--- src/design/tchfe_pkg.sv ---
// shared types, constants and helpers for the client hello field extractor
// no dependencies

package tchfe_pkg;

    localparam int MAX_CIPHERS    = 64;
    localparam int MAX_EXTENSIONS = 64;
    localparam int MAX_SIG_ALGS   = 64;

    // list counters hold up to 511
    localparam int CNT_W = 9;

    localparam logic [1:0] KIND_CIPHER  = 2'd0;
    localparam logic [1:0] KIND_EXT     = 2'd1;
    localparam logic [1:0] KIND_SIG_ALG = 2'd2;
    localparam logic [1:0] KIND_SUMMARY = 2'd3;

    localparam logic [15:0] EXT_SNI      = 16'd0;
    localparam logic [15:0] EXT_SIG_ALGS = 16'd13;
    localparam logic [15:0] EXT_ALPN     = 16'd16;
    localparam logic [15:0] EXT_VERSIONS = 16'd43;

    localparam logic [7:0] ASCII_ZERO = 8'h30;

    typedef struct packed {
        logic [1:0]  kind;
        logic [15:0] value;
        logic        status;
        logic [15:0] hello_ver;
        logic        sni_host_present;
        logic        sig_algs_present;
        logic [7:0]  alpn_head;
        logic [7:0]  alpn_tail;
        logic [15:0] versions_max;
        logic [6:0]  cipher_count;
        logic [6:0]  extension_count;
        logic [6:0]  sig_alg_count;
    } t_result;

    // grease: low nibbles are 0xA in both bytes and high nibbles match
    function automatic logic is_grease(input logic [15:0] v);
        return ((v & 16'h0F0F) == 16'h0A0A) && (v[7:4] == v[15:12]);
    endfunction

endpackage

--- src/design/tchfe_out_fifo.sv ---
// four-entry result queue: takes up to two words per cycle, gives one
// depends on tchfe_pkg

module tchfe_out_fifo import tchfe_pkg::*; (
    input  logic    i_clk,
    input  logic    i_rst_n,
    input  logic    i_push0,
    input  t_result i_word0,
    input  logic    i_push1,
    input  t_result i_word1,
    output logic    o_room,
    output logic    o_valid,
    output t_result o_word,
    input  logic    i_pop
);

    t_result    r_mem [4];
    logic [1:0] r_wr, r_rd;
    logic [2:0] r_cnt;
    logic [1:0] w_wr1;
    logic       w_pop;

    assign o_valid = r_cnt != 3'd0;
    assign o_word  = r_mem[r_rd];
    assign o_room  = r_cnt <= 3'd2;
    assign w_pop   = i_pop && o_valid;
    assign w_wr1   = i_push0 ? r_wr + 2'd1 : r_wr;

    // storage
    always_ff @(posedge i_clk) begin
        if (i_push0) r_mem[r_wr] <= i_word0;
        if (i_push1) r_mem[w_wr1] <= i_word1;
    end

    // pointers and fill level
    always_ff @(posedge i_clk) begin
        if (!i_rst_n) begin
            r_wr <= '0;
            r_rd <= '0;
            r_cnt <= '0;
        end else begin
            r_wr <= r_wr + {1'b0, i_push0} + {1'b0, i_push1};
            if (w_pop) r_rd <= r_rd + 2'd1;
            r_cnt <= r_cnt + {2'b0, i_push0} + {2'b0, i_push1} - {2'b0, w_pop};
        end
    end

endmodule

--- config.mk ---
export PLATFORM = sky130hd
export DESIGN_NAME = tchfe_out_fifo
export DESIGN_NICKNAME = d
export VERILOG_FILES = /design/src/design/tchfe_pkg.sv /design/src/design/tchfe_out_fifo.sv
export SDC_FILE = /design/constraint.sdc
export NUM_CORES = 1
export LEC_CHECK = 0
export BUFFER_PORTS_ARGS = -buffer_cell sky130_fd_sc_hd__buf_4
export CAP_MARGIN = 20
export CORE_ASPECT_RATIO = 0.6
export CORE_MARGIN = 4
export CORE_UTILIZATION = 40
export CTS_CLUSTER_SIZE = 14
export DETAILED_ROUTE_END_ITERATION = 16
export GPL_TIMING_DRIVEN = 1
export PLACE_DENSITY_LB_ADDON = 0.3
export REMOVE_ABC_BUFFERS = 1
export SKIP_CTS_REPAIR_TIMING = 1
export SLEW_MARGIN = 5
export SYNTH_ARGS = -nofsm -noshare
export SYNTH_HDL_FRONTEND = slang
export SYNTH_SLANG_ARGS = --single-unit
--- constraint.sdc ---
create_clock -name i_clk -period 10.1 [get_ports i_clk]
set_input_delay 1.01 -clock i_clk [delete_from_list [all_inputs] [get_ports i_clk]]
set_output_delay 1.01 -clock i_clk [all_outputs]
set_load 0.05 [all_outputs]
# --- Yosys cells after proc, flatten, opt, wreduce, memory -nomap -nowiden ---
# Memory sizes are Yosys's and may differ from the RTL's. A register that Yosys moved wholly into a read port is not among the register bits.
# Cells that the tools add are included.
op_classes:
  add_sub_neg: 7
  n_mul: 0
  n_div: 0
  order_cmp: 1
  n_eq_ne: 0
  shift: 0
  n_mux: 7
  bitwise_logic: 0
  n_reduce_logical: 2
op_table:
  columns: ["cell", "n"]
  rows:
  - ["3-bit by 1-bit adder with 3-bit output", 2]
  - ["2-bit 2-to-1 mux", 3]
  - ["2-bit by 1-bit adder with 2-bit output", 2]
  - ["2-bit by 1-bit adder with 2-bit output, second input constant", 2]
  - ["1-bit 2-to-1 mux", 4]
  - ["3-bit by 2-bit <= comparator with 1-bit output, second input constant", 1]
  - ["3-bit nonzero test", 1]
  - ["3-bit by 1-bit subtractor with 3-bit output", 1]
  - ["1-bit logical AND", 1]
word_totals:
  regBits: 7
  latch_bits: 0
  ramBits: 360
  mem_bits_ro: 0
  out_inout_bits: 92
  wordCells: 21
  mem_count: 1
memory_table:
  columns: ["memory", "depth", "word_bits", "rd", "rd_clocked_by_memory_dff", "wr", "line", "text"]
  rows:
  - ["r_mem", 4, 90, 1, 1, 2, "tchfe_out_fifo.sv:17", "t_result r_mem [4];"]

# --- Logic depth before layout (Yosys ltp) ---
# Gate-level depths: netlist (run 1).
logic_depth:
  ltp_word: 4
  depth_mapped: 7
  mapped_depth_nobuf: 7

# --- Worst setup path before layout (run 1) ---
# Ideal clock, no wire load.
synth_timing:
  kind: "input to register"
  from: "input i_push1"
  to: "memory r_mem[0][0] in the netlist's numbering, enable pin"
  arrival_time_ns: 3.655
  required_ns: 9.649
  setup_slack_ns: 5.994
  cell_stages: 5
  n_path_buf: 2
  path_cell_list: "nand2_1 -> o32a_1 -> buf_4 -> buf_6 -> nand2_1"
synth_lines:
  columns: ["element", "line", "text"]
  rows:
  - ["start, declared", "tchfe_out_fifo.sv:9", "input logic i_push1,"]
  - ["end, declared", "tchfe_out_fifo.sv:17", null]

==> results by group, run 1 <==
Finish
  – Fill cells: 3816
  – Final #Nets: 1392
  – Sequential Area: 11000 um2
  – Commonest non-fill, non-tap cell in the layout: edfxtp_1
  – Most frequent cells in the layout: edfxtp_1, buf_4, mux2_2, mux2_4, mux4_2
  – Footprint of the multi-input gates: 7170 um2
  – Fin area: 22200 um2
  – Ant. Diodes: 0
  – Fin cells: 1840
  – Final core utilization: 0.490
  – Share of layout cells above drive strength 1: 0.657
  – Synthesis-to-layout area growth: 19.6%

Clocking
  – Latest clock arrival within the worst-skew pair: 520 ps
  – CTS tree: built
  – Cts bufs inserted: 36
  – Htree depth: 2
  – Clock Sinks: 369
  – Clk pin slew, worst setup/hold paths: 60 ps
  – CTS Buffer Depth: 3
  – CTS root buf: clkbuf_16

Logic synthesis
  – Synthesized area: 18600 um2
  – Synth top area cells: edfxtp_1, mux2_4, mux2_2
  – Syn Area/Cell: 20.0 um2
  – Synth area leader: edfxtp_1
  – Ys Warns: 0
  – Synth cell types: 24
  – Seq/Total Area, Yosys: 0.592
  – Seq cells post-synth: 369
  – Share of the synthesized area in the top cell type: 0.582
  – Synth Instances: 929

Drt
  – Detail Route Antenna Nets: 0
  – Overall routed net length: 43.6 mm
  – DR vias/cell: 5.18
  – Vias: 9526
  – WL/cell: 23.7 um
  – Initial DRC Count: 601
  – DRC: 0
  – First-pass iteration count of the detailed router: 5

Setup path
  – Reg-to-reg critical path endpoint: r_mem[1][55]
  – FF-to-FF setup slack: 6350 ps
  – Crit-path max FO: 38
  – Top cell family by delay on the critical path: buffers and inverters
  – Origin of the critical flop-to-flop path: r_wr[0]
  – WP data arrival: 2900 ps
  – Startpoint types: flop
  – WS Path Type: reg2out
  – CP endpoint kind: output port
  – Critical path required time: 9090 ps
  – CP cell instances: buf_4, mux4_2, buf_4
  – Worst Reg-to-Reg Cells: 6
  – Critical Path Slowest Stage Cell: buf_4
  – CP peak stage delay: 710 ps
  – Buf/Inv on CP: 2
  – Crit-path most repeated cell: buf_4

STA
  – Max Freq: 256 MHz
  – Final Hold Viols: 0
  – Setup_tns: 0 ps
  – Part of the cycle the worst path needs: 0.387
  – Setup violators final: 0
  – Slew @ Worst Pin: 1110 ps
  – Hold Slack: 567 ps
  – Worst slew margin: 0.263
  – Final Skew: 16.2 ps
  – RSZ-0062 raised after global routing: no
  – Minimum clock period: 3910 ps
  – Final Max Tran Viols: 0

Global route
  – Vias in the first global route: 10200
  – First-pass GRT wire length: 65.1 mm
  – Largest net degree at the start of global routing: 53
  – Gr ovfl total: 0
  – Initial antenna violation count: 4
  – Total global-route track usage: 0.171

Die
  – Row count: 60
  – IO Pins: 277
  – DIE WIDTH: 286 um
  – Die footprint: 50100 um2
  – Die Ht: 175 um
  – Starting Density: 0.410
  – Placeable Area: 45300 um2

Place
  – Hpwl dp: 27.6 mm
  – Dpl cells: 1780
  – Global placer's final weighted congestion: 0.770
  – Port-buffer cells: 276
  – Placed Instance Area: 21200 um2

Power
  – Cell Pwr Density: 239 nW/um2
  – Leak: 8.32 nW
  – VDD IR-drop max: 0.119 mV

Run
  – Max_cap viols: 0

Hold path
  – Worst hold path depth: 2
  – Hold Crit Class: reg2reg
  – Hold path start: r_rd[0]

Outcome
  – Status: finished clean
-- layer usage --
layer	track usage	part of all wire	vias to the layer above
met5	0	0.0011	-
met4	0.0356	0.016	8
met3	0.0343	0.063	50
met2	0.313	0.53	251
met1	0.211	0.39	4885
li1	-	-	4332
-- through the flow --
stage                     worst slack, ps  total power, mW
final                                6190             5.32
after global routing                 5940             5.55
after CTS                            6070             5.40
after detailed placement             6040             4.13
after global placement               6070             4.11
after floorplan                      -158             3.58
-- how the worst max path moves through the flow --
stage             from            to  slack, ps  cells after the start
2_1_floorplan  i_push0   r_mem[2][0]       -160                      3
3_3_place_gp   i_push0  r_mem[3][79]       6070                      6
3_5_place_dp   i_push0  r_mem[3][43]       6040                      6
4_1_cts           flop    o_word[69]       6070                      3
5_1_grt           flop    o_word[52]       5940                      3
6_report          flop    o_word[69]       6190                      3
-- power breakdown --
group          switching (mW)  internal, mW
clock network           0.568         0.695
registers              0.0926          1.96
logic                    1.21         0.795
-- synthesized netlist by cell type (all sizes together) --
| cell | number |
|---|---|
| o31a | 1 |
| buf | 49 |
| and2 | 5 |
| edfxtp | 360 |
| nor2b | 3 |
| inv | 8 |
| mux2 | 360 |
| or2 | 1 |
| clkbuf | 11 |
| dfxtp | 9 |
| o32a | 2 |
| o311ai | 1 |
| ha | 6 |
| nand2 | 7 |
| xnor2 | 4 |
| mux4 | 90 |
| o32ai | 2 |
| a21o | 3 |
| fa | 3 |
| nor2 | 1 |
| nand2b | 3 |
-- logic make-up after synthesis --
logic type,count (synthesis),synth area share
xor+xnor,4,0.00189
simple gates,20,0.00566
compound gates,9,0.00418
buf+inv,68,0.0258
fa+ha+maj,9,0.00728
flops,369,0.592
mux,450,0.363
-- state kept, by name, indices dropped and copies added, names as in the netlist, named ones only --
register  count
r_mem       360
r_cnt         3
r_rd          2
r_wr          2
-- worst reg2reg max path: cells and delay by family (launching register included) --
kind,cells,cell delay [ps]
fa+ha+maj,1,390
buf+inv,3,1350
simple gates,1,680
flops,1,530
compound gates,1,390
-- final cells by class --
cell class	instances	area share
Sequential cell	369	0.495
Multi-Input combinational cell	492	0.323
Timing Repair Buffer	291	0.0983
Clock buffer	44	0.0429
Tap cell	620	0.0349
Clock inverter	16	0.00479
Inverter	8	0.00135
Power figures use the tool's default switching activity.
==> inputs of run 2 (changes only) <==
- ABC_AREA: not set -> 1
- clock period: 10.1 -> 4 ns (I/O delays scaled with it)
==> results by group, run 2 <==
Finish
  – Fin area: 22700 um2 (was 22200 um2)
  – Top flop regs: r_mem: 360 flops, r_cnt: 3 flops (unchanged)
  – Share of layout cells above drive strength 1: 0.164 (was 0.657)
  – Final core utilization: 0.484 (was 0.490)
  – Sequential Area: 11000 um2 (unchanged)
  – Final #Nets: 2519 (was 1392)
  – Footprint of the multi-input gates: 7110 um2 (was 7170 um2)
  – Most frequent cells in the layout: nand2_1, edfxtp_1, buf_4, nor2_1, o21ai_0 (was edfxtp_1, buf_4, mux2_2, mux2_4, mux4_2)
  – Commonest non-fill, non-tap cell in the layout: nand2_1 (was edfxtp_1)
  – Fin cells: 2986 (was 1840)
  – Fill cells: 4357 (was 3816)
  – Top reg by flops: r_mem (unchanged)
  – Flip-flop count of the largest register after layout: 360 (unchanged)
  – Synthesis-to-layout area growth: 18.2% (was 19.6%)

Logic synthesis
  – Ys Warns: 0 (unchanged)
  – Synthesized area: 19200 um2 (was 18600 um2)
  – Synth cell count leaders: nand2_1, edfxtp_1, nor2_1, o21ai_0, nand4_1 (was edfxtp_1, mux2_2, mux2_4, mux4_2, buf_4)
  – Share of the synthesized area in the top cell type: 0.563 (was 0.582)
  – Synth top area cells: edfxtp_1, nand2_1, nand4_1 (was edfxtp_1, mux2_4, mux2_2)
  – Seq cells post-synth: 369 (unchanged)
  – Top-count cell post-synth: nand2_1 (was edfxtp_1)
  – Post-synth EDFFs: 360 (unchanged)
  – Seq/Total Area, Yosys: 0.573 (was 0.592)
  – Most frequently used flop master after synthesis: edfxtp_1 (unchanged)
  – Syn Area/Cell: 8.94 um2 (was 20.0 um2)
  – Synth cell types: 26 (was 24)
  – Synth area leader: edfxtp_1 (unchanged)
  – Synth async-reset ratio: 0 (unchanged)
  – Synth Instances: 2146 (was 929)

Power
  – Leak: 9.64 nW (was 8.32 nW)
  – Total power: 13.8 mW (was 5.32 mW)
  – VDD IR-drop max: 0.375 mV (was 0.119 mV)
  – Cell Pwr Density: 608 nW/um2 (was 239 nW/um2)

Global route
  – Total global-route track usage: 0.241 (was 0.171)
  – Gr ovfl total: 0 (unchanged)
  – GRT Max-Usage Layer: met2 (unchanged)
  – Largest net degree at the start of global routing: 181 (was 53)
  – Met3 Usage GRT: 0.0445 (was 0.0343)
  – Vias in the first global route: 16800 (was 10200)
  – First-pass GRT wire length: 97.7 mm (was 65.1 mm)
  – Met1 usage: 0.333 (was 0.211)
  – Global-route met2 utilization: 0.393 (was 0.313)
  – Initial antenna violation count: 3 (was 4)

Setup path
  – WP data arrival: 2830 ps (was 2900 ps)
  – CP peak stage delay: 840 ps (was 710 ps)
  – CP cell instances: buf_4, o21ai_0, o22ai_1, buf_4 (was buf_4, mux4_2, buf_4)
  – FF-to-FF setup slack: 1050 ps (was 6350 ps)
  – Crit-path max FO: 56 (was 38)
  – Top cell family by delay on the critical path: flip-flops (was buffers and inverters)
  – Startpoint types: flop (unchanged)
  – WS Path Type: reg2out (unchanged)
  – Buf/Inv on CP: 2 (unchanged)
  – Crit-path most repeated cell: buf_4 (unchanged)
  – CP endpoint kind: output port (unchanged)
  – Critical Path Slowest Stage Cell: dfxtp_4 (was buf_4)
  – Critical path required time: 3600 ps (was 9090 ps)

Clocking
  – Clock Sinks: 369 (unchanged)
  – CTS root buf: clkbuf_16 (unchanged)
  – Latest clock arrival within the worst-skew pair: 530 ps (was 520 ps)
  – Cts bufs inserted: 39 (was 36)
  – Htree depth: 2 (unchanged)
  – CTS Buffer Depth: 3 (unchanged)
  – Clk pin slew, worst setup/hold paths: 60 ps (about the same)
  – CTS tree: built (unchanged)

Place
  – Dpl cells: 2913 (was 1780)
  – Hpwl dp: 35.4 mm (was 27.6 mm)
  – Global placer's final weighted congestion: 0.787 (was 0.770)
  – Placed Instance Area: 21400 um2 (was 21200 um2)
  – Port-buffer cells: 276 (unchanged)

STA
  – Slew @ Worst Pin: 1040 ps (was 1110 ps)
  – Hold Slack: 128 ps (was 567 ps)
  – Final Skew: 13.6 ps (was 16.2 ps)
  – Max Freq: 309 MHz
  – Worst slew margin: 0.310 (was 0.263)
  – RSZ-0062 raised after global routing: no (unchanged)
  – Setup violators final: 0 (unchanged)
  – Part of the cycle the worst path needs: 0.808
  – Final Hold Viols: 0 (unchanged)
  – Minimum clock period: 3230 ps
  – Final Max Tran Viols: 0 (unchanged)

Die
  – Row count: 61 (was 60)
  – Die footprint: 51600 um2 (was 50100 um2)
  – DIE WIDTH: 291 um (was 286 um)
  – Starting Density: 0.409 (was 0.410)
  – Placeable Area: 46900 um2 (was 45300 um2)
  – IO Pins: 277 (unchanged)
  – Die Ht: 178 um (was 175 um)

Run
  – Max_cap viols: 0 (unchanged)

Drt
  – DR vias/cell: 5.65 (was 5.18)
  – Initial DRC Count: 1780 (was 601)
  – First-pass iteration count of the detailed router: 7 (was 5)
  – DRC: 0 (unchanged)
  – Overall routed net length: 63.8 mm (was 43.6 mm)
  – WL/cell: 21.4 um (was 23.7 um)
  – Vias: 16900 (was 9526)
  – Detail Route Antenna Nets: 0 (unchanged)

Hold path
  – Hold Crit Class: in2reg (was reg2reg)

Outcome
  – Status: finished clean (unchanged)
[run 2: changes by cell type after synthesis, sizes merged, moves of 5 or more]
| cell | previous run | this run |
|---|---|---|
| buf | 49 | 112 |
| nor2 | 1 | 185 |
| inv | 8 | 18 |
| o21ai | 0 | 181 |
| mux4 | 90 | 0 |
| o22ai | 0 | 90 |
| mux2 | 360 | 0 |
| nand4 | 0 | 180 |
| nand2 | 7 | 927 |
| clkbuf | 11 | 62 |
| nand3 | 0 | 7 |
| and2 | 5 | 0 |
[run 2: area by class of cell]
cell class              instances  area share
flip-flops and latches        369       0.485
multi-input cells            1585       0.314
repair buffers                312       0.108
clock buffers                  53      0.0477
well taps                     630      0.0348
clock inverters                16     0.00684
inverters                      18     0.00337
diodes                          3    0.000331
[run 2: worst paths after layout]
path	end	cells past startpoint	startpoint
max	o_word[75]	4	flop
min	r_cnt[0]	3	i_rst_n
max reg2reg	r_mem[1][52]	8	r_wr[0]
min reg2reg	flop	2	r_rd[0]
[run 2: cells by family after synthesis]
group / after synthesis / share of synthesized area
buffers and inverters: 192 / 0.0603
xor gates and xnor gates: 1 / 0.000457
DFF: 369 / 0.573
and+or+nand+nor: 1299 / 0.281
AOI/OAI and AO/OA: 276 / 0.0781
adders and majority gates: 9 / 0.00704
[run 2: stage by stage]
stage | setup WS [ps] | TNS, ps
2_1_floorplan | -2460 | -941210
3_3_place_gp | 1120 | 0
3_5_place_dp | 1010 | 0
4_1_cts | 774 | 0
5_1_grt | 569 | 0
6_report | 769 | 0
[run 2: layer usage]
layer  up-vias  part of all wire
met1      8095              0.42
met5         -           0.00020
met3       112             0.095
li1       7769                 -
met2       906              0.47
met4         2             0.020
[run 2: power breakdown]
group          internal, mW  switching, mW  total (mW)
combinational          1.32           3.87        5.19
clock                  2.09           1.53        3.62
sequential             4.84          0.141        4.99
total                  8.25           5.54        13.8
[run 2: worst min-delay path, cell delays in order]
cell	delay, ps
buf_4	140
nand2_1	60
inv_1	40
