===== src/design/tchfe_pkg.sv =====
// shared types, constants and helpers for the client hello field extractor
// no dependencies

package tchfe_pkg;

    localparam int MAX_CIPHERS    = 64;
    localparam int MAX_EXTENSIONS = 64;
    localparam int MAX_SIG_ALGS   = 64;

    // list counters hold up to 511
    localparam int CNT_W = 9;

    localparam logic [1:0] KIND_CIPHER  = 2'd0;
    localparam logic [1:0] KIND_EXT     = 2'd1;
    localparam logic [1:0] KIND_SIG_ALG = 2'd2;
    localparam logic [1:0] KIND_SUMMARY = 2'd3;

    localparam logic [15:0] EXT_SNI      = 16'd0;
    localparam logic [15:0] EXT_SIG_ALGS = 16'd13;
    localparam logic [15:0] EXT_ALPN     = 16'd16;
    localparam logic [15:0] EXT_VERSIONS = 16'd43;

    localparam logic [7:0] ASCII_ZERO = 8'h30;

    typedef struct packed {
        logic [1:0]  kind;
        logic [15:0] value;
        logic        status;
        logic [15:0] hello_ver;
        logic        sni_host_present;
        logic        sig_algs_present;
        logic [7:0]  alpn_head;
        logic [7:0]  alpn_tail;
        logic [15:0] versions_max;
        logic [6:0]  cipher_count;
        logic [6:0]  extension_count;
        logic [6:0]  sig_alg_count;
    } t_result;

    // grease: low nibbles are 0xA in both bytes and high nibbles match
    function automatic logic is_grease(input logic [15:0] v);
        return ((v & 16'h0F0F) == 16'h0A0A) && (v[7:4] == v[15:12]);
    endfunction

endpackage


===== src/design/tchfe_parser.sv =====
// byte-serial client hello walker: one byte per cycle while i_take is high, up to two result words
// depends on tchfe_pkg

module tchfe_parser import tchfe_pkg::*; (
    input  logic        i_clk,
    input  logic        i_rst_n,
    input  logic        i_take,
    input  logic [7:0]  i_byte,
    input  logic        i_last,
    output logic        o_item_valid,
    output t_result     o_item,
    output logic        o_sum_valid,
    output t_result     o_sum
);

    typedef enum logic [4:0] {
        P_TYPE, P_LEN1, P_LEN2, P_LEN3, P_VER_HI, P_VER_LO, P_RANDOM,
        P_SID_LEN, P_SID, P_CS_HI, P_CS_LO, P_CI_HI, P_CI_LO, P_COMP_LEN,
        P_COMP, P_EXT_TOT_HI, P_EXT_TOT_LO, P_EXT_T_HI, P_EXT_T_LO,
        P_EXT_L_HI, P_EXT_L_LO, P_EXT_BODY, P_DONE
    } t_phase;

    t_phase           r_phase, n_phase;
    logic [23:0]      r_body, n_body;
    logic [15:0]      r_field, n_field;
    logic [15:0]      r_ebr, n_ebr;
    logic [15:0]      r_etype, n_etype;
    logic [15:0]      r_elen, n_elen;
    logic [15:0]      r_eoff, n_eoff;
    logic [15:0]      r_ill, n_ill;
    logic [7:0]       r_hold, n_hold;
    logic [7:0]       r_plen, n_plen;
    logic [15:0]      r_rvmax, n_rvmax;
    logic             r_iok, n_iok;
    logic [15:0]      r_legacy, n_legacy;
    logic             r_sni, n_sni;
    logic             r_sig, n_sig;
    logic [7:0]       r_afirst, n_afirst;
    logic [7:0]       r_alast, n_alast;
    logic [15:0]      r_vmax, n_vmax;
    logic [CNT_W-1:0] r_ccnt, n_ccnt;
    logic [CNT_W-1:0] r_ecnt, n_ecnt;
    logic [CNT_W-1:0] r_scnt, n_scnt;
    logic             r_err, n_err;

    logic [15:0] w_word;
    logic [23:0] w_br;
    logic [16:0] w_ill2;
    logic        w_go;

    assign w_word = {r_hold, i_byte};

    // next state and emitted words for the byte on the input
    always_comb begin
        n_phase = r_phase;   n_body = r_body;     n_field = r_field;
        n_ebr = r_ebr;       n_etype = r_etype;   n_elen = r_elen;
        n_eoff = r_eoff;     n_ill = r_ill;       n_hold = r_hold;
        n_plen = r_plen;     n_rvmax = r_rvmax;   n_iok = r_iok;
        n_legacy = r_legacy; n_sni = r_sni;       n_sig = r_sig;
        n_afirst = r_afirst; n_alast = r_alast;   n_vmax = r_vmax;
        n_ccnt = r_ccnt;     n_ecnt = r_ecnt;     n_scnt = r_scnt;
        n_err = r_err;
        o_item_valid = 1'b0;
        o_item = '0;
        o_sum_valid = 1'b0;
        o_sum = '0;
        w_br = r_body - 24'd1;
        w_ill2 = {1'b0, r_ill} + 17'd2;
        w_go = 1'b0;

        if (!r_err && r_phase != P_DONE) begin
            // header bytes before the body
            if (r_phase == P_TYPE) begin
                if (i_byte != 8'd1) n_err = 1'b1;
                else n_phase = P_LEN1;
            end else if (r_phase == P_LEN1) begin
                n_body = {i_byte, 16'd0};
                n_phase = P_LEN2;
            end else if (r_phase == P_LEN2) begin
                n_body = {r_body[23:16], i_byte, 8'd0};
                n_phase = P_LEN3;
            end else if (r_phase == P_LEN3) begin
                n_body = {r_body[23:8], i_byte};
                if ({r_body[23:8], i_byte} < 24'd34) n_err = 1'b1;
                else n_phase = P_VER_HI;
            end else if (r_body == 24'd0) begin
                n_err = 1'b1;
            end else begin
                n_body = w_br;
                w_go = 1'b1;
                if (r_phase >= P_EXT_T_HI) begin
                    if (r_ebr == 16'd0) begin
                        n_err = 1'b1;
                        w_go = 1'b0;
                    end else begin
                        n_ebr = r_ebr - 16'd1;
                    end
                end
            end

            // body bytes
            if (w_go) begin
                unique case (r_phase)
                    P_VER_HI: begin
                        n_hold = i_byte;
                        n_phase = P_VER_LO;
                    end
                    P_VER_LO: begin
                        n_legacy = w_word;
                        n_field = 16'd32;
                        n_phase = P_RANDOM;
                    end
                    P_RANDOM: begin
                        n_field = r_field - 16'd1;
                        if (r_field == 16'd1) begin
                            if (w_br == 24'd0) n_err = 1'b1;
                            else n_phase = P_SID_LEN;
                        end
                    end
                    P_SID_LEN: begin
                        if (w_br < {16'd0, i_byte}) begin
                            n_err = 1'b1;
                        end else begin
                            n_field = {8'd0, i_byte};
                            if (i_byte != 8'd0) n_phase = P_SID;
                            else if (w_br < 24'd2) n_err = 1'b1;
                            else n_phase = P_CS_HI;
                        end
                    end
                    P_SID: begin
                        n_field = r_field - 16'd1;
                        if (r_field == 16'd1) begin
                            if (w_br < 24'd2) n_err = 1'b1;
                            else n_phase = P_CS_HI;
                        end
                    end
                    P_CS_HI: begin
                        n_hold = i_byte;
                        n_phase = P_CS_LO;
                    end
                    P_CS_LO: begin
                        if (w_br < {8'd0, w_word} || w_word[0]) begin
                            n_err = 1'b1;
                        end else begin
                            n_field = w_word;
                            if (w_word != 16'd0) n_phase = P_CI_HI;
                            else if (w_br == 24'd0) n_err = 1'b1;
                            else n_phase = P_COMP_LEN;
                        end
                    end
                    P_CI_HI: begin
                        n_hold = i_byte;
                        n_field = r_field - 16'd1;
                        n_phase = P_CI_LO;
                    end
                    P_CI_LO: begin
                        n_field = r_field - 16'd1;
                        if (r_field != 16'd1) n_phase = P_CI_HI;
                        else if (w_br == 24'd0) n_err = 1'b1;
                        else n_phase = P_COMP_LEN;
                        if (!is_grease(w_word) && r_ccnt < CNT_W'(MAX_CIPHERS)) begin
                            n_ccnt = r_ccnt + 1'b1;
                            o_item_valid = 1'b1;
                            o_item.kind = KIND_CIPHER;
                            o_item.value = w_word;
                        end
                    end
                    P_COMP_LEN: begin
                        if (w_br < {16'd0, i_byte}) begin
                            n_err = 1'b1;
                        end else begin
                            n_field = {8'd0, i_byte};
                            if (i_byte != 8'd0) n_phase = P_COMP;
                            else if (w_br == 24'd0) n_phase = P_DONE;
                            else if (w_br < 24'd2) n_err = 1'b1;
                            else n_phase = P_EXT_TOT_HI;
                        end
                    end
                    P_COMP: begin
                        n_field = r_field - 16'd1;
                        if (r_field == 16'd1) begin
                            if (w_br == 24'd0) n_phase = P_DONE;
                            else if (w_br < 24'd2) n_err = 1'b1;
                            else n_phase = P_EXT_TOT_HI;
                        end
                    end
                    P_EXT_TOT_HI: begin
                        n_hold = i_byte;
                        n_phase = P_EXT_TOT_LO;
                    end
                    P_EXT_TOT_LO: begin
                        if (w_br < {8'd0, w_word}) begin
                            n_err = 1'b1;
                        end else begin
                            n_ebr = w_word;
                            n_phase = (w_word < 16'd4) ? P_DONE : P_EXT_T_HI;
                        end
                    end
                    P_EXT_T_HI: begin
                        n_hold = i_byte;
                        n_phase = P_EXT_T_LO;
                    end
                    P_EXT_T_LO: begin
                        n_etype = w_word;
                        n_phase = P_EXT_L_HI;
                    end
                    P_EXT_L_HI: begin
                        n_hold = i_byte;
                        n_phase = P_EXT_L_LO;
                    end
                    P_EXT_L_LO: begin
                        n_elen = w_word;
                        if (n_ebr < w_word) begin
                            n_err = 1'b1;
                        end else begin
                            if (r_etype == EXT_SIG_ALGS) n_sig = 1'b1;
                            n_eoff = 16'd0;
                            n_iok = 1'b0;
                            if (w_word != 16'd0) n_phase = P_EXT_BODY;
                            else n_phase = (n_ebr < 16'd4) ? P_DONE : P_EXT_T_HI;
                            if (!is_grease(r_etype) && r_ecnt < CNT_W'(MAX_EXTENSIONS)) begin
                                n_ecnt = r_ecnt + 1'b1;
                                o_item_valid = 1'b1;
                                o_item.kind = KIND_EXT;
                                o_item.value = r_etype;
                            end
                        end
                    end
                    P_EXT_BODY: begin
                        // extension payload decode by type
                        if (r_etype == EXT_SNI) begin
                            if (r_eoff == 16'd0) n_hold = i_byte;
                            else if (r_eoff == 16'd1) n_ill = w_word;
                            else if (r_eoff == 16'd2 && r_elen >= 16'd5
                                     && w_ill2 <= {1'b0, r_elen} && r_ill >= 16'd3
                                     && i_byte == 8'd0) n_sni = 1'b1;
                        end else if (r_etype == EXT_SIG_ALGS) begin
                            if (r_eoff == 16'd0) begin
                                n_hold = i_byte;
                            end else if (r_eoff == 16'd1) begin
                                n_ill = w_word;
                                n_iok = ({1'b0, w_word} + 17'd2 <= {1'b0, r_elen})
                                        && !w_word[0];
                            end else if (r_iok && {1'b0, r_eoff} < w_ill2) begin
                                if (!r_eoff[0]) begin
                                    n_hold = i_byte;
                                end else if (!is_grease(w_word)
                                             && r_scnt < CNT_W'(MAX_SIG_ALGS)) begin
                                    n_scnt = r_scnt + 1'b1;
                                    o_item_valid = 1'b1;
                                    o_item.kind = KIND_SIG_ALG;
                                    o_item.value = w_word;
                                end
                            end
                        end else if (r_etype == EXT_ALPN) begin
                            if (r_eoff == 16'd0) begin
                                n_hold = i_byte;
                            end else if (r_eoff == 16'd1) begin
                                n_ill = w_word;
                                n_iok = r_elen >= 16'd3 && w_word != 16'd0
                                        && ({1'b0, w_word} + 17'd2 <= {1'b0, r_elen});
                            end else if (r_eoff == 16'd2) begin
                                if (r_iok) begin
                                    n_plen = i_byte;
                                    n_iok = i_byte != 8'd0
                                            && ({9'd0, i_byte} + 17'd3 <= {1'b0, r_elen});
                                end
                            end else if (r_iok) begin
                                if (r_eoff == 16'd3) n_afirst = i_byte;
                                if ({1'b0, r_eoff} == {9'd0, r_plen} + 17'd2)
                                    n_alast = i_byte;
                            end
                        end else if (r_etype == EXT_VERSIONS) begin
                            if (r_eoff == 16'd0) begin
                                n_ill = {8'd0, i_byte};
                                n_iok = ({9'd0, i_byte} + 17'd1 <= {1'b0, r_elen})
                                        && !i_byte[0];
                                if (n_iok) begin
                                    n_rvmax = 16'd0;
                                    if (i_byte == 8'd0) n_vmax = 16'd0;
                                end
                            end else if (r_iok && r_eoff <= r_ill) begin
                                if (r_eoff[0]) begin
                                    n_hold = i_byte;
                                end else begin
                                    if (!is_grease(w_word) && w_word > r_rvmax)
                                        n_rvmax = w_word;
                                    if (r_eoff == r_ill) n_vmax = n_rvmax;
                                end
                            end
                        end
                        n_eoff = r_eoff + 16'd1;
                        if (n_eoff == r_elen)
                            n_phase = (n_ebr < 16'd4) ? P_DONE : P_EXT_T_HI;
                    end
                    default: n_err = 1'b1;
                endcase
            end
        end else if (r_phase == P_DONE && r_body != 24'd0) begin
            n_body = r_body - 24'd1;
        end

        // summary word, then back to the start of a message
        if (i_last) begin
            o_sum_valid = 1'b1;
            o_sum.kind = KIND_SUMMARY;
            o_sum.status = !(!n_err && n_phase == P_DONE && n_body == 24'd0);
            o_sum.hello_ver = n_legacy;
            o_sum.sni_host_present = n_sni;
            o_sum.sig_algs_present = n_sig;
            o_sum.alpn_head = n_afirst;
            o_sum.alpn_tail = n_alast;
            o_sum.versions_max = n_vmax;
            o_sum.cipher_count = n_ccnt[6:0];
            o_sum.extension_count = n_ecnt[6:0];
            o_sum.sig_alg_count = n_scnt[6:0];
            n_phase = P_TYPE;   n_body = '0;   n_field = '0;  n_ebr = '0;
            n_etype = '0;       n_elen = '0;   n_eoff = '0;   n_ill = '0;
            n_hold = '0;        n_plen = '0;   n_rvmax = '0;  n_iok = 1'b0;
            n_legacy = '0;      n_sni = 1'b0;  n_sig = 1'b0;
            n_afirst = ASCII_ZERO; n_alast = ASCII_ZERO;   n_vmax = '0;
            n_ccnt = '0;        n_ecnt = '0;   n_scnt = '0;   n_err = 1'b0;
        end
    end

    // parser state
    always_ff @(posedge i_clk) begin
        if (!i_rst_n) begin
            r_phase <= P_TYPE;  r_body <= '0;   r_field <= '0;  r_ebr <= '0;
            r_etype <= '0;      r_elen <= '0;   r_eoff <= '0;   r_ill <= '0;
            r_hold <= '0;       r_plen <= '0;   r_rvmax <= '0;  r_iok <= 1'b0;
            r_legacy <= '0;     r_sni <= 1'b0;  r_sig <= 1'b0;
            r_afirst <= ASCII_ZERO; r_alast <= ASCII_ZERO;  r_vmax <= '0;
            r_ccnt <= '0;       r_ecnt <= '0;   r_scnt <= '0;   r_err <= 1'b0;
        end else if (i_take) begin
            r_phase <= n_phase;  r_body <= n_body;   r_field <= n_field;
            r_ebr <= n_ebr;      r_etype <= n_etype; r_elen <= n_elen;
            r_eoff <= n_eoff;    r_ill <= n_ill;     r_hold <= n_hold;
            r_plen <= n_plen;    r_rvmax <= n_rvmax; r_iok <= n_iok;
            r_legacy <= n_legacy; r_sni <= n_sni;    r_sig <= n_sig;
            r_afirst <= n_afirst; r_alast <= n_alast; r_vmax <= n_vmax;
            r_ccnt <= n_ccnt;    r_ecnt <= n_ecnt;   r_scnt <= n_scnt;
            r_err <= n_err;
        end
    end

endmodule


===== config.mk =====
export PLATFORM = sky130hd
export DESIGN_NAME = tchfe_parser
export DESIGN_NICKNAME = d
export VERILOG_FILES = /design/src/design/tchfe_pkg.sv /design/src/design/tchfe_parser.sv
export SDC_FILE = /design/constraint.sdc
export NUM_CORES = 1
export LEC_CHECK = 0
export ABC_AREA = 1
export BUFFER_PORTS_ARGS = -buffer_cell sky130_fd_sc_hd__buf_2
export CELL_PAD_IN_SITES_DETAIL_PLACEMENT = 2
export CELL_PAD_IN_SITES_GLOBAL_PLACEMENT = 2
export CORE_ASPECT_RATIO = 1.2
export CORE_MARGIN = 2
export CORE_UTILIZATION = 36
export CTS_CLUSTER_DIAMETER = 50
export DETAILED_ROUTE_END_ITERATION = 7
export PLACE_DENSITY = 0.95
export SKIP_LAST_GASP = 1
export SLEW_MARGIN = 20
export SYNTH_ARGS = -nofsm -noshare
export SYNTH_HDL_FRONTEND = slang
export SYNTH_SLANG_ARGS = --single-unit

===== constraint.sdc =====
create_clock -name i_clk -period 5.84 [get_ports i_clk]
set_clock_uncertainty 0.05 [all_clocks]
set_input_delay 0.292 -clock i_clk [delete_from_list [all_inputs] [get_ports i_clk]]
set_output_delay 0.292 -clock i_clk [all_outputs]
set_load 0.05 [all_outputs]

==> results of run 1 <==
## per-layer routing
| layer | overflow | GRT usage |
|---|---|---|
| met4 | 160 | 0.655 |
| met3 | 8 | 0.386 |
| met1 | 4 | 0.621 |
| met5 | 0 | 0.0653 |
| met2 | 269 | 0.838 |
## synth_stat cells, drive strengths merged, types with 3 or more instances
library cell	count
or2	9
a21o	4
buf	117
nor2	437
o31ai	6
o211ai	30
ha	147
clkbuf	112
nand3	162
dfxtp	236
xnor2	7
o2111ai	9
o21a	6
mux2	8
nor4	26
a22oi	12
o21bai	3
nand3b	6
xor2	67
and2	3
a21oi	323
inv	450
nand2	775
a31oi	6
o221ai	16
o22ai	63
clkinv	12
a211oi	32
nor3	66
o21ai	245
nor3b	4
a2111oi	3
a221oi	4
nand4	66
## per-stage QoR
step / util / instances
floorplan: - / 3577
global placement: 0.381 / 4312
detailed placement: 0.381 / 4312
CTS: 0.410 / 4397
## logic make-up after synthesis
family / count (synthesis)
xor gates and xnor gates: 74
DFF: 236
AOI/OAI and AO/OA: 777
muxes: 8
other: 1
buffers and inverters: 691
adders and majority gates: 147
and+or+nand+nor: 1556
## timing repair
action / CTS
setup buffers: 10
hold buffers: 0
gates resized for setup: 28
endpoints found under the setup margin: 34
pin swaps: 5
==> summary by stage, run 1 <==
Outcome
The flow did not finish. The run ended at 5_1_grt. The tool reported: "[ERROR GRT-0116] Global routing finished with congestion. Check the congestion regions in the DRC Viewer".

Logic synthesis
The post-synthesis cell type with the largest combined area is sky130_fd_sc_hd__dfxtp_1. The cell count after synthesis is 3490. The synthesized-area fraction occupied by xor and xnor cells is 0.0305. Of the post-synthesis cell area, the dominant cell type holds 0.220. The post-synth design cell area is 0.0215 mm2. Yosys attributes the largest share of cell area to sky130_fd_sc_hd__dfxtp_1 22%, sky130_fd_sc_hd__nand2_1 13%, sky130_fd_sc_hd__ha_1 8.5%. The netlist uses 76 different library cells.

Dividing the synthesized area by the synthesized cell count gives 6.16 um2. After synthesis, the largest family of logic cells by area is simple AND/OR/NAND/NOR gates. The Yosys warning count is 0.

Of the synthesized area, sequential elements account for 0.220. Of the total synthesized cell area, the portion taken by full adders, half adders and majority gates is 0.0855. The simple-gate share of the synthesized area is 0.315. The async set-reset flop share out of synthesis is 0. The portion of synthesized area spent on multiplexers is 0.00419. The number of synthesized register bits is 236. Yosys mapped a number of flops with a built-in enable equal to 0. The most common flop cell mapped by yosys is sky130_fd_sc_hd__dfxtp_1. The fraction of the mapped netlist area in compound gates is 0.207.

Clock tree
The H-tree depth is 2. Clock tree synthesis selected as its root buffer the cell sky130_fd_sc_hd__clkbuf_16. The clock drives 236 sinks. The clock tree buffer depth is 3.

Buffers inserted during clock tree synthesis total 42.

Floorplan
The overall die width is 227 um. The die span in y is 272 um. For this configuration, the core starts out at a cell density of 0.363.

194 I/O pins were placed. The floorplan row count is 98.

Place
At the end of routability-driven placement, the weighted congestion stood at 0.974. The worst slack at placement is 0.698 ns. The area of placed instances is 0.0226 mm2. The number of input and output port buffers inserted is 105. Detailed placement ended at an HPWL of 95.0 mm.

Global routing
The via count of the first global-routing pass is 36600. Global routing finished with a remaining overflow of 441. The wire length of the first global-routing pass is 280 mm.

Across every metal layer, demand over resource in global routing totals 0.621. Entering global routing, the biggest net connects 104 pins.
==> inputs of run 2 (changes only) <==
- CELL_PAD_IN_SITES_DETAIL_PLACEMENT: 2 -> not set
- CELL_PAD_IN_SITES_GLOBAL_PLACEMENT: 2 -> not set
- CORE_ASPECT_RATIO: 1.2 -> not set
- CORE_UTILIZATION: 36 -> 28
- CTS_CLUSTER_DIAMETER: 50 -> not set
- PLACE_DENSITY: 0.95 -> not set
- PLACE_DENSITY_LB_ADDON: not set -> 0.15
==> summary by stage, run 2 <==
Clock tree
The CTS tree is built. Gates resized during post-CTS repair numbered 0. The H-tree depth is 2. The clock-pin slew on the worst setup and hold paths is 0.06 ns. The clock tree buffer depth is 3. For the worst-skew pair, the clock arrives at the later sink with an insertion delay of 0.56 ns. The root buffer cell is sky130_fd_sc_hd__clkbuf_16.

Post-CTS timing repair inserted 0 buffers for setup. The total clock buffers created by CTS is 34. The number of clock sinks is 236.

The cts-stage hold buffer count is 0.

Global routing
The first global-routing pass estimated 137 mm of wire. The via count of the first global-routing pass came to 21700. The initial antenna violation count came to 3. Entering global routing, the biggest net connects 79 pins. The overflow left after global routing is 0. For this run, the total global-route usage over all layers was measured as 0.227.

Worst setup path
The reg-to-reg startpoint is r_phase[4]. The type of element capturing the critical path is an output port. The type of element launching the critical path is a flop. The critical path in this run is classified as flop to output port. The slowest stage of the critical path belongs to the cell sky130_fd_sc_hd__dfxtp_1. The number of cells on the worst reg-to-reg path is 22. The end of the worst register-to-register path is r_ecnt[2]. STA puts the critical path data required time at 5.50 ns.

The critical path contains buffers and inverters numbering 5 combined. The cell that appears most often on the critical path is sky130_fd_sc_hd__nand2_2. Walking the worst path, the cells encountered are inv_2, nand2_2, inv_2, nand2_2, nand2_2, nor2_2, nand3_2, nor2_2, nand3_1, nand2_1, inv_1, ha_1, nand4_1, nor3_1, nand2_2, nand2_4, nand2_4, nor2_8, nand3_1, xor2_1, inv_1, nor2_1, buf_2. The largest stage delay on the critical path is 0.49 ns. The critical path arrival is 5.13 ns. The register-to-register setup slack is 1.43 ns. Grouping stages by cell kind, the critical path spends the most delay in simple AND/OR/NAND/NOR gates. Along the worst path, the maximum fanout reaches 26.

Cells and area
At the end of the flow the core is filled with cells to 0.316. The net count reported at finish is 3706. The flip-flop count of the largest register, all copies and words added is 24. In the layout the commonest cells are 756 x sky130_fd_sc_hd__nand2_1, 430 x sky130_fd_sc_hd__inv_1, 408 x sky130_fd_sc_hd__nor2_1. The fraction of layout instances using a drive strength above 1 is 0.0914.

The library cell used most frequently in the layout, excluding fill and tap cells, is sky130_fd_sc_hd__nand2_1. The register with the most flip-flops in the final layout is r_body. The post-synthesis to final-layout area growth is 11.4%. For this run, the number of standard cells in the final layout without fillers is 4598.

Pwr
IR analysis of the VDD net gives a maximum drop of 173 uV. The cell area power density is 245 mW/mm2. Summed over all cells, the static leakage comes to 10.5 nW.

Timing
Once routing completed, OpenROAD measured the worst setup slack at 0.372 ns. The top achievable clock speed is 183 MHz. The final max-slew violation count came to 0.

Hold timing on the final database bottoms out at a slack of 0.232 ns. The setup TNS after final layout is 0 ns. Setup repair after global routing could not meet its margin everywhere. Of the available clock period, the critical path in the final layout requires 0.936. Setup violations remaining at the end of the flow were counted as 0. For the pin with the worst max-slew slack, the measured transition is 1.29 ns. The hold violation count in the final report is 0. The worst relative slew slack is 0.138. The worst path in the final design needs a cycle of 5.47 ns, including I/O delays and setup.

Place
The number of input and output port buffers inserted is 105. The number of placed cells counting well taps is 4541. The global placement routability congestion is 0.957.

Detailed placement finished with a half-perimeter wire length of 67.6 mm. The worst slack at placement is 0.999 ns.

Logic synthesis
The Yosys warning count is 0. The simple-gate share of the synthesized area is 0.315. Of the synthesized area, sequential elements account for 0.220. The cell count after synthesis came out at 3490. The mapped netlist covers 0.0215 mm2. Counting flops with an async set or reset pin after synthesis yields a share of 0. Sorting the synthesized cells by area gives the leading types as sky130_fd_sc_hd__dfxtp_1 22%, sky130_fd_sc_hd__nand2_1 13%, sky130_fd_sc_hd__ha_1 8.5%. The dominant cell by count in the synthesized netlist is sky130_fd_sc_hd__nand2_1.

The fraction of the mapped netlist area in compound gates is 0.207. Synthesis inferred 236 register bits. Sorting the synthesized cells by how often they occur yields 756 x sky130_fd_sc_hd__nand2_1, 431 x sky130_fd_sc_hd__inv_1, 409 x sky130_fd_sc_hd__nor2_1. The share of synthesized area in the top cell type comes to 0.220. The largest total area in the synthesized netlist belongs to sky130_fd_sc_hd__dfxtp_1. The portion of netlist area occupied by mux cells is 0.00419. Synthesis instantiated 76 different standard cells from the library.

Of the total synthesized cell area, the portion taken by XOR and XNOR cells is 0.0305. By area, the combinational part of the netlist is dominated by simple AND/OR/NAND/NOR gates. The mean instance size in the synthesized netlist is 6.16 um2. In the synthesized netlist the dominant register cell turns out to be sky130_fd_sc_hd__dfxtp_1. Of the total synthesized cell area, the portion taken by full adders, half adders and majority gates is 0.0855. The number of flops mapped to enable cells by yosys is 0.

Routing
The number of iterations in the first detailed-routing pass is 5. The post-detailed-route count of antenna-violating nets is 0. The ratio of routed vias to standard cells is 5.10.

The initial DRC count is 2017. For this block, the routed nets add up to 91.6 mm of wire. The vias after detailed routing is 23500. In the routed design, unresolved DRC markers number 0. Dividing the detail-routed wire length by the instance count gives 19.9 um.

Worst hold path
The start point of the worst min-delay path is i_rst_n. The worst hold path class is input port to flop. Counting instances, the worst hold path has a depth of 3. The terminating pin of the worst hold path is r_hold[1].

Floorplan
The full die area is 0.0791 mm2. The area of the placeable core is 0.0759 mm2. Measured along the y axis, the die boundary spans 281 um. The die is 281 um wide. For this configuration, the core starts out at a cell density of 0.283.

The initialized floorplan defines 101 standard-cell rows. During I/O placement, the number of pins put on the boundary was 194.

Outcome
The flow ran to the end, and the final reports show no timing, DRC or antenna violations.

Flow run
The number of max-capacitance violations reported is 0.
## run 2: cell counts after synthesis
Identical to the previous run, type by type.
## run 2: area by class of cell
class,instances,area (um2)
Tap cell,1030,1290
Fill cell,8566,52000
Antenna cell,1,2.50
Sequential cell,236,4720
Multi-Input combinational cell,2650,14200
Clock inverter,12,158
Clock buffer,44,938
Inverter,462,1750
Timing Repair Buffer,163,961
## run 2: where the power goes
part	switching, mW	internal [mW]	leakage (nW)
combinational	1.49	0.554	8.05
clock	0.869	1.23	0.543
sequential	0.0694	1.67	1.91
total	2.43	3.45	10.5
## run 2: how the worst max path moves through the flow
stage | startpoint | end | slack [ns] | cells after the start
floorplan | r_ill[1] | o_item[77] | 1.77 | 18
global placement | r_phase[4] | o_sum[9] | 0.98 | 23
detailed placement | r_phase[4] | o_sum[9] | 1.0 | 22
CTS | r_phase[1] | o_sum[9] | 0.37 | 23
global route | r_ill[1] | o_item[76] | -0.004 | 18
finish | r_phase[4] | o_sum[9] | 0.37 | 23
## run 2: logic make-up (layout without fill, tap and decap cells)
family                   after synthesis  count (layout)
adder cells (fa/ha/maj)              147             147
other                                  1              89
AND/OR/NAND/NOR                     1556            1556
buffers and inverters                691             681
multiplexers                           8               8
AO/OA/AOI/OAI                        777             777
XOR/XNOR                              74              74
flip-flops                           236             236
## run 2: through the flow
step	instance area, um2	total power [mW]
after floorplan	21800	3.22
after global placement	22900	3.79
after detailed placement	22900	3.78
after CTS	24000	5.91
after global routing	24000	6.21
final	24000	5.88
## run 2: worst reg2reg max path, delay by kind of cell (launching register included)
kind,cells,cell delay (ns)
xor+xnor,1,0.23
flops,1,0.49
buf+inv,3,0.28
compound gates,1,0.15
simple gates,16,2.86
fa+ha+maj,1,0.29
## run 2: routing by layer
| layer | vias up | routed length (um) | share of wire | GRT usage |
|---|---|---|---|---|
| met5 | - | 0 | 0 | 0 |
| li1 | 11500 | - | - | - |
| met1 | 11000 | 41900 | 0.46 | 0.311 |
| met2 | 802 | 40000 | 0.44 | 0.357 |
| met4 | 0 | 3100 | 0.034 | 0.0793 |
| met3 | 154 | 6530 | 0.071 | 0.0373 |
Note: power is estimated with default switching activity, not from simulation.
